--- config.mk ---
export PLATFORM = sky130hd
export DESIGN_NAME = permutation_unrank_factoradic
export DESIGN_NICKNAME = d
export VERILOG_FILES = /design/src/hw/rtl/perm_unrk_pkg.sv /design/src/hw/rtl/permutation_unrank_factoradic.sv
export SDC_FILE = /design/constraint.sdc
export NUM_CORES = 2
export LEC_CHECK = 0
export BUFFER_PORTS_ARGS = -buffer_cell sky130_fd_sc_hd__buf_2
export CAP_MARGIN = 20
export CORE_MARGIN = 2
export CORE_UTILIZATION = 23
export DETAILED_ROUTE_END_ITERATION = 12
export SLEW_MARGIN = 20
export SYNTH_ARGS = -nofsm -noshare
export SYNTH_HDL_FRONTEND = slang
export SYNTH_SLANG_ARGS = --single-unit
--- constraint.sdc ---
create_clock -name clk_i -period 13.2 [get_ports clk_i]
set_input_delay 1.98 -clock clk_i [delete_from_list [all_inputs] [get_ports clk_i]]
set_output_delay 1.98 -clock clk_i [all_outputs]
set_load 0.05 [all_outputs]
--- src/hw/rtl/perm_unrk_pkg.sv ---
// Package for the factoradic permutation unranking block.
// Holds the field widths, the pipeline sizing and the stage payload types.
// Depends on nothing; imported by permutation_unrank_factoradic and its testbench.
package perm_unrk_pkg;

  localparam int MAX_DIMS    = 9;
  localparam int SIZE_W      = 4;
  localparam int RANK_W      = 19;
  localparam int SEQ_W       = 36;
  localparam int NIB_W       = 4;
  localparam int IN_TDATA_W  = 24;
  localparam int OUT_TDATA_W = 40;
  localparam int FIRST_BASE  = 2;
  localparam int NDIV        = MAX_DIMS - 1;
  localparam int DIG_W       = $clog2(MAX_DIMS);
  localparam int MUL_W       = RANK_W + 2;
  localparam int PROD_W      = RANK_W + MUL_W;

  typedef logic [NDIV-1:0][DIG_W-1:0]     dig_t;
  typedef logic [MAX_DIMS-1:0][NIB_W-1:0] pool_t;

endpackage

--- src/hw/rtl/permutation_unrank_factoradic.sv ---
// Factoradic permutation unranking: rank and size in, packed index sequence out.
// A constant-divide pipeline produces the Lehmer digits, a selection pipeline
// picks one pool entry per position. Depends on perm_unrk_pkg.
//
// Usage: each input beat on s_axis carries perm_size (bits 3:0) and rank
// (bits 22:4). Each input beat gives exactly one output beat on m_axis whose
// tdata holds the chosen index per position, four bits each, position 0 lowest.
// Sizes above nine saturate to nine; ranks wrap modulo the size factorial.
// The pipeline is 18 register stages deep. Eight stages divide the rank by
// the bases two to nine, one reciprocal multiply each, a ninth takes the last
// remainder, and nine stages each resolve one position of the permutation.
// One beat is taken every cycle while the output side keeps up. When the
// receiver stalls, each stage holds its beat only while the stage after it is
// full, so bubbles close up and s_axis_tready falls only once every stage
// holds a beat.
// Reset clears the valid bit of every stage; no clearing pass is needed and
// the block accepts a beat in the first cycle after reset is released.
module permutation_unrank_factoradic (
  input  logic                                 clk_i,
  input  logic                                 rst_ni,
  input  logic                                 s_axis_tvalid,
  output logic                                 s_axis_tready,
  // perm_size [3:0], rank [22:4], zero [23]
  input  logic [perm_unrk_pkg::IN_TDATA_W-1:0]  s_axis_tdata,
  output logic                                 m_axis_tvalid,
  input  logic                                 m_axis_tready,
  // sequence_packed [35:0], zero [39:36]
  output logic [perm_unrk_pkg::OUT_TDATA_W-1:0] m_axis_tdata
);
  import perm_unrk_pkg::*;

  logic [SIZE_W-1:0] in_size;
  logic [SIZE_W-1:0] n_sat;
  logic [RANK_W-1:0] in_rank;

  logic [NDIV:0]     dv_vld_q;
  logic [NDIV:0]     dv_rdy;
  logic [SIZE_W-1:0] dv_n_q   [NDIV+1];
  logic [RANK_W-1:0] dv_x_q   [NDIV+1];
  logic [RANK_W-1:0] dv_quo_q [NDIV+1];
  dig_t              dv_dig_q [NDIV+1];

  logic [MAX_DIMS-1:0] sl_vld_q;
  logic [MAX_DIMS-1:0] sl_rdy;
  logic [SIZE_W-1:0]   sl_n_q    [MAX_DIMS];
  dig_t                sl_dig_q  [MAX_DIMS];
  pool_t               sl_pool_q [MAX_DIMS];
  pool_t               sl_acc_q  [MAX_DIMS];

  assign in_size = s_axis_tdata[SIZE_W-1:0];
  assign in_rank = s_axis_tdata[SIZE_W +: RANK_W];
  assign n_sat   = (in_size > SIZE_W'(MAX_DIMS)) ? SIZE_W'(MAX_DIMS) : in_size;

  assign s_axis_tready = dv_rdy[0];

  for (genvar k = 0; k <= NDIV; k++) begin : g_div
    logic              vld_in;
    logic              rdy_nxt;
    logic [SIZE_W-1:0] n_in;
    logic [RANK_W-1:0] src;
    logic [RANK_W-1:0] quo_d;
    dig_t              dig_d;

    if (k == 0) begin : g_first
      assign vld_in = s_axis_tvalid;
      assign n_in   = n_sat;
      assign src    = in_rank;
      assign dig_d  = '0;
    end else begin : g_next
      logic [RANK_W-1:0] rem;
      assign vld_in = dv_vld_q[k-1];
      assign n_in   = dv_n_q[k-1];
      assign src    = dv_quo_q[k-1];
      assign rem    = dv_x_q[k-1] - RANK_W'(dv_quo_q[k-1] * RANK_W'(k - 1 + FIRST_BASE));
      always_comb begin
        dig_d      = dv_dig_q[k-1];
        dig_d[k-1] = DIG_W'(rem);
      end
    end

    if (k < NDIV) begin : g_mul
      localparam int B  = k + FIRST_BASE;
      localparam int SH = RANK_W + $clog2(B);
      localparam logic [MUL_W-1:0] RECIP =
        MUL_W'(((64'd1 << SH) + 64'(B) - 64'd1) / 64'(B));
      logic [PROD_W-1:0] prod;
      assign prod  = PROD_W'(src) * PROD_W'(RECIP);
      assign quo_d = RANK_W'(prod >> SH);
      assign rdy_nxt = dv_rdy[k+1];
    end else begin : g_last
      assign quo_d   = '0;
      assign rdy_nxt = sl_rdy[0];
    end

    assign dv_rdy[k] = !dv_vld_q[k] || rdy_nxt;

    always_ff @(posedge clk_i or negedge rst_ni) begin
      if (!rst_ni) begin
        dv_vld_q[k] <= 1'b0;
      end else if (dv_rdy[k]) begin
        dv_vld_q[k] <= vld_in;
      end
    end

    always_ff @(posedge clk_i) begin
      if (dv_rdy[k] && vld_in) begin
        dv_n_q[k]   <= n_in;
        dv_x_q[k]   <= src;
        dv_quo_q[k] <= quo_d;
        dv_dig_q[k] <= dig_d;
      end
    end
  end

  for (genvar p = 0; p < MAX_DIMS; p++) begin : g_sel
    logic              vld_in;
    logic              rdy_nxt;
    logic [SIZE_W-1:0] n_in;
    dig_t              dig_in;
    pool_t             pool_in;
    pool_t             acc_in;
    logic [DIG_W-1:0]  d;
    logic [NIB_W-1:0]  chosen;
    pool_t             pool_d;
    pool_t             acc_d;

    if (p == 0) begin : g_first
      assign vld_in = dv_vld_q[NDIV];
      assign n_in   = dv_n_q[NDIV];
      assign dig_in = dv_dig_q[NDIV];
      assign acc_in = '0;
      always_comb begin
        for (int k = 0; k < MAX_DIMS; k++) begin
          pool_in[k] = NIB_W'(k);
        end
      end
    end else begin : g_next
      assign vld_in  = sl_vld_q[p-1];
      assign n_in    = sl_n_q[p-1];
      assign dig_in  = sl_dig_q[p-1];
      assign pool_in = sl_pool_q[p-1];
      assign acc_in  = sl_acc_q[p-1];
    end

    if (p == MAX_DIMS - 1) begin : g_out
      assign rdy_nxt = m_axis_tready;
    end else begin : g_mid
      assign rdy_nxt = sl_rdy[p+1];
    end

    always_comb begin
      d = '0;
      for (int k = 0; k < NDIV; k++) begin
        if (int'(n_in) == k + FIRST_BASE + p) begin
          d = dig_in[k];
        end
      end
      chosen = '0;
      for (int k = 0; k < MAX_DIMS; k++) begin
        if (int'(d) == k) begin
          chosen = pool_in[k];
        end
      end
      for (int k = 0; k < MAX_DIMS - 1; k++) begin
        pool_d[k] = (k < int'(d)) ? pool_in[k] : pool_in[k+1];
      end
      pool_d[MAX_DIMS-1] = '0;
      acc_d = acc_in;
      if (p < int'(n_in)) begin
        acc_d[p] = chosen;
      end
    end

    assign sl_rdy[p] = !sl_vld_q[p] || rdy_nxt;

    always_ff @(posedge clk_i or negedge rst_ni) begin
      if (!rst_ni) begin
        sl_vld_q[p] <= 1'b0;
      end else if (sl_rdy[p]) begin
        sl_vld_q[p] <= vld_in;
      end
    end

    always_ff @(posedge clk_i) begin
      if (sl_rdy[p] && vld_in) begin
        sl_n_q[p]    <= n_in;
        sl_dig_q[p]  <= dig_in;
        sl_pool_q[p] <= pool_d;
        sl_acc_q[p]  <= acc_d;
      end
    end
  end

  assign m_axis_tvalid = sl_vld_q[MAX_DIMS-1];
  assign m_axis_tdata  = OUT_TDATA_W'(sl_acc_q[MAX_DIMS-1]);

`ifndef SYNTHESIS
  a_ready_when_drained: assert property (@(posedge clk_i) disable iff (!rst_ni)
    !sl_vld_q[MAX_DIMS-1] |-> s_axis_tready)
    else $error("input stalled although the final stage is empty");

  for (genvar k = 0; k < NDIV; k++) begin : g_chk_div
    a_div_hold: assert property (@(posedge clk_i) disable iff (!rst_ni)
      dv_vld_q[k] && !dv_rdy[k] |=> dv_vld_q[k] && $stable(dv_quo_q[k]))
      else $error("divide stage lost or changed a stalled beat");

    a_digit_range: assert property (@(posedge clk_i) disable iff (!rst_ni)
      dv_vld_q[NDIV] |-> int'(dv_dig_q[NDIV][k]) <= k + 1)
      else $error("factoradic digit exceeds its base");
  end

  a_small_size_zero: assert property (@(posedge clk_i) disable iff (!rst_ni)
    m_axis_tvalid && sl_n_q[MAX_DIMS-1] <= SIZE_W'(1) |-> m_axis_tdata == '0)
    else $error("size of one or less must give an all-zero sequence");
`endif

endmodule

==> flow_metrics.py <==
metrics = {
    "sta": {
        "slew_headroom_pct": 27.3,
        "finClkSkew_ns": 0.0417,
        "final-hold-violation-count": 0,
        "fin_tns_setup_ns": 0,
        "period_needed_ns": 6.91,
        "tightest_slew_ns": 1.09,
        "finalCritPeriodShare_pct": 52.4,
        "whs_ns": 0.402,
        "final_max_slew_viol_count": 0,
        "rsz0062_at_grt": "false",
        "max_freq_ghz": 0.145,
        "finalSetupViolCount": 0,
    },
    "yosys": {
        "netlist_instances": 4032,
        "synthTopCellsByCount": "877 x edfxtp_1, 783 x inv_1, 576 x ha_1, 364 x fa_1, 132 x mux2_2",
        "yosysTopAreaCell": "edfxtp_1",
        "synth_top_cells_by_area": "edfxtp_1 49%, fa_1 13%, ha_1 13%",
        "synthArstFlopShare_pct": 2.01,
        "netlist_area_um2": 54200,
        "ys_warn_count": 0,
        "synth_ff_type": "edfxtp_1",
        "ys_types": 102,
        "synth_top_cell_area_share_pct": 48.6,
        "synth-seq-cells": 895,
        "synth_edf_count": 877,
        "syn_area_per_cell_um2": 13.5,
        "yosysMostFrequentCell": "edfxtp_1",
        "synth_seq_area_share_pct": 49.4,
    },
    "placement": {
        "dp_hpwl_um": 81100,
        "gp_congestion": 0.835,
        "port_buffers": 64,
    },
    "finish": {
        "drive_gt1_share_pct": 10.5,
        "fillCellCount": 24200,
        "seq_area_um2": 26800,
        "nNetsFinal": 5114,
        "area_growth_pct": 13.0,
        "diodes": 0,
        "multiInputGateArea_um2": 24300,
    },
    "drt": {
        "met3WireLength_um": 3170,
        "met2WireLength_um": 50600,
        "wl_met1_um": 46000,
        "drt-total-wl_um": 102000,
        "drt_iter0_drc": 1361,
        "final_antenna_net_count": 0,
        "first_pass_iters": 5,
        "wl_per_cell_um": 13.9,
        "routed.top_layer": "met4",
        "vias": 29300,
        "drc": 0,
        "via_per_inst": 3.97,
    },
    "worst_setup_path": {
        "path_class": "primary input to primary output",
        "required_ns": 11.22,
        "end_kind": "primary output",
        "crit_path_start_kind": "primary input",
        "critPathArrivalTime_ns": 4.93,
        "cp_max_fo": 5,
    },
    "clocking": {
        "htree_levels": 3,
        "cts_resized": 0,
        "root_buffer": "clkbuf_16",
        "cts_buffer_depth": 3,
        "clock_sinks": 895,
        "cts_buffers": 87,
        "cts_setup_buffers": 0,
        "hold_buffers": 0,
        "clkLatencyLatePin_ns": 0.69,
        "cts_tree": "built",
        "clk_pin_slew_ns": 0.06,
    },
    "floorplanning": {
        "dieArea_um2": 240000,
        "core_area_um2": 235000,
        "io_pins": 70,
        "die_x_um": 490,
        "core.rowCount": 178,
        "initial_core_util_pct": 23.1,
        "die_y_um": 490,
    },
    "grt": {
        "grt_overflow": 0,
        "grt_use_total_pct": 8.63,
        "grt_max_degree": 80,
        "antenna_found_initial": 2,
        "first_global_vias": 31000,
        "grt_pass1_wl_um": 167000,
    },
    "status": {
        "status": "completed",
    },
    "job": {
        "drv_cap": 0,
    },
    "min_path": {
        "hp-class": "flip-flop to flip-flop",
    },
}
-- metal layers --
| layer | global-route usage, % | vias to the layer above |
|---|---|---|
| met2 | 15.0 | 425 |
| met1 | 11.1 | 14400 |
| met5 | 0 | - |
| met4 | 2.37 | 0 |
| met3 | 1.34 | 135 |
| li1 | - | 14300 |
-- through the flow --
| stage | std cells | cell area [um^2] | util, % | worst slack [ns] |
|---|---|---|---|---|
| floorplan | 4035 | 54200 | - | 7.07 |
| global placement | 7205 | 58400 | 24.9 | 6.39 |
| detailed placement | 7206 | 58400 | 24.9 | 6.29 |
| CTS | 7367 | 61300 | 26.1 | 6.29 |
| global route | 7368 | 61300 | 26.1 | 6.08 |
| finish | 7368 | 61300 | 26.1 | 6.29 |
-- final timing paths --
check,startpoint,end,slack (ns),cells past startpoint
min,dv_dig_q[0][209],dv_dig_q[0][241],0.40,0
min in group asynchronous,rst_ni,g_div[4].vld_in,1.28,1
max reg2reg,dv_quo_q[0][40],dv_quo_q[0][69],6.63,20
max,m_axis_tready,s_axis_tready,6.29,9
min reg2reg,dv_dig_q[0][209],dv_dig_q[0][241],0.40,0
max in group asynchronous,rst_ni,g_div[2].vld_in,11.50,1
-- final cells by class --
class	count	share of cell area (%)
clock buffers	104	3.76
clock inverters	57	0.904
inverters	785	4.81
multi-input cells	2291	39.6
flip-flops and latches	895	43.7
well taps	3150	6.43
repair buffers	86	0.837
-- cell families after synthesis --
| group | count (synthesis) | synth area share [%] |
|---|---|---|
| DFF | 895 | 49.4 |
| other | 1 | 0.00691 |
| muxes | 237 | 5.28 |
| buffers and inverters | 849 | 6.02 |
| xor gates and xnor gates | 85 | 1.37 |
| adders and majority gates | 940 | 26.7 |
| AOI/OAI and AO/OA | 454 | 5.65 |
| and+or+nand+nor | 571 | 5.55 |
-- critical path, cell delays in order --
cell and delay, ns:
buf_2 0.14, nor2b_1 0.41, nand3_1 0.20, nor2_1 0.31, nand2_1 0.17, nor4_1 0.67, and3_1 0.44, nand3_1 0.29
buf_2 0.31
-- cell usage in the layout (no fill, tap or decap), types with 45 or more instances in the layout --
cell | Yosys | layout
xnor2_1 | 60 | 60
ha_1 | 576 | 576
edfxtp_1 | 877 | 877
buf_2 | 22 | 64
and2_1 | 52 | 45
o21ai_0 | 81 | 81
nor2_1 | 116 | 116
mux2i_1 | 59 | 59
inv_1 | 783 | 783
clkbuf_16 | 0 | 89
fa_1 | 364 | 364
mux2_2 | 132 | 132
a21oi_1 | 119 | 119
nand2_1 | 127 | 127
-- flip-flops by register name, summed over array words and instances (netlist names) --
register	count
dv_dig_q	106
g_sel.vld_in	9
dv_n_q	36
sl_n_q	32
sl_acc_q	180
sl_pool_q	188
m_axis_tvalid	1
sl_dig_q	197
g_div.vld_in	8
dv_quo_q	95
dv_x_q	43
Power is left out: the tool's default activity adds up to more than one toggle a clock period on the data nets, which glitch-free logic cannot reach.
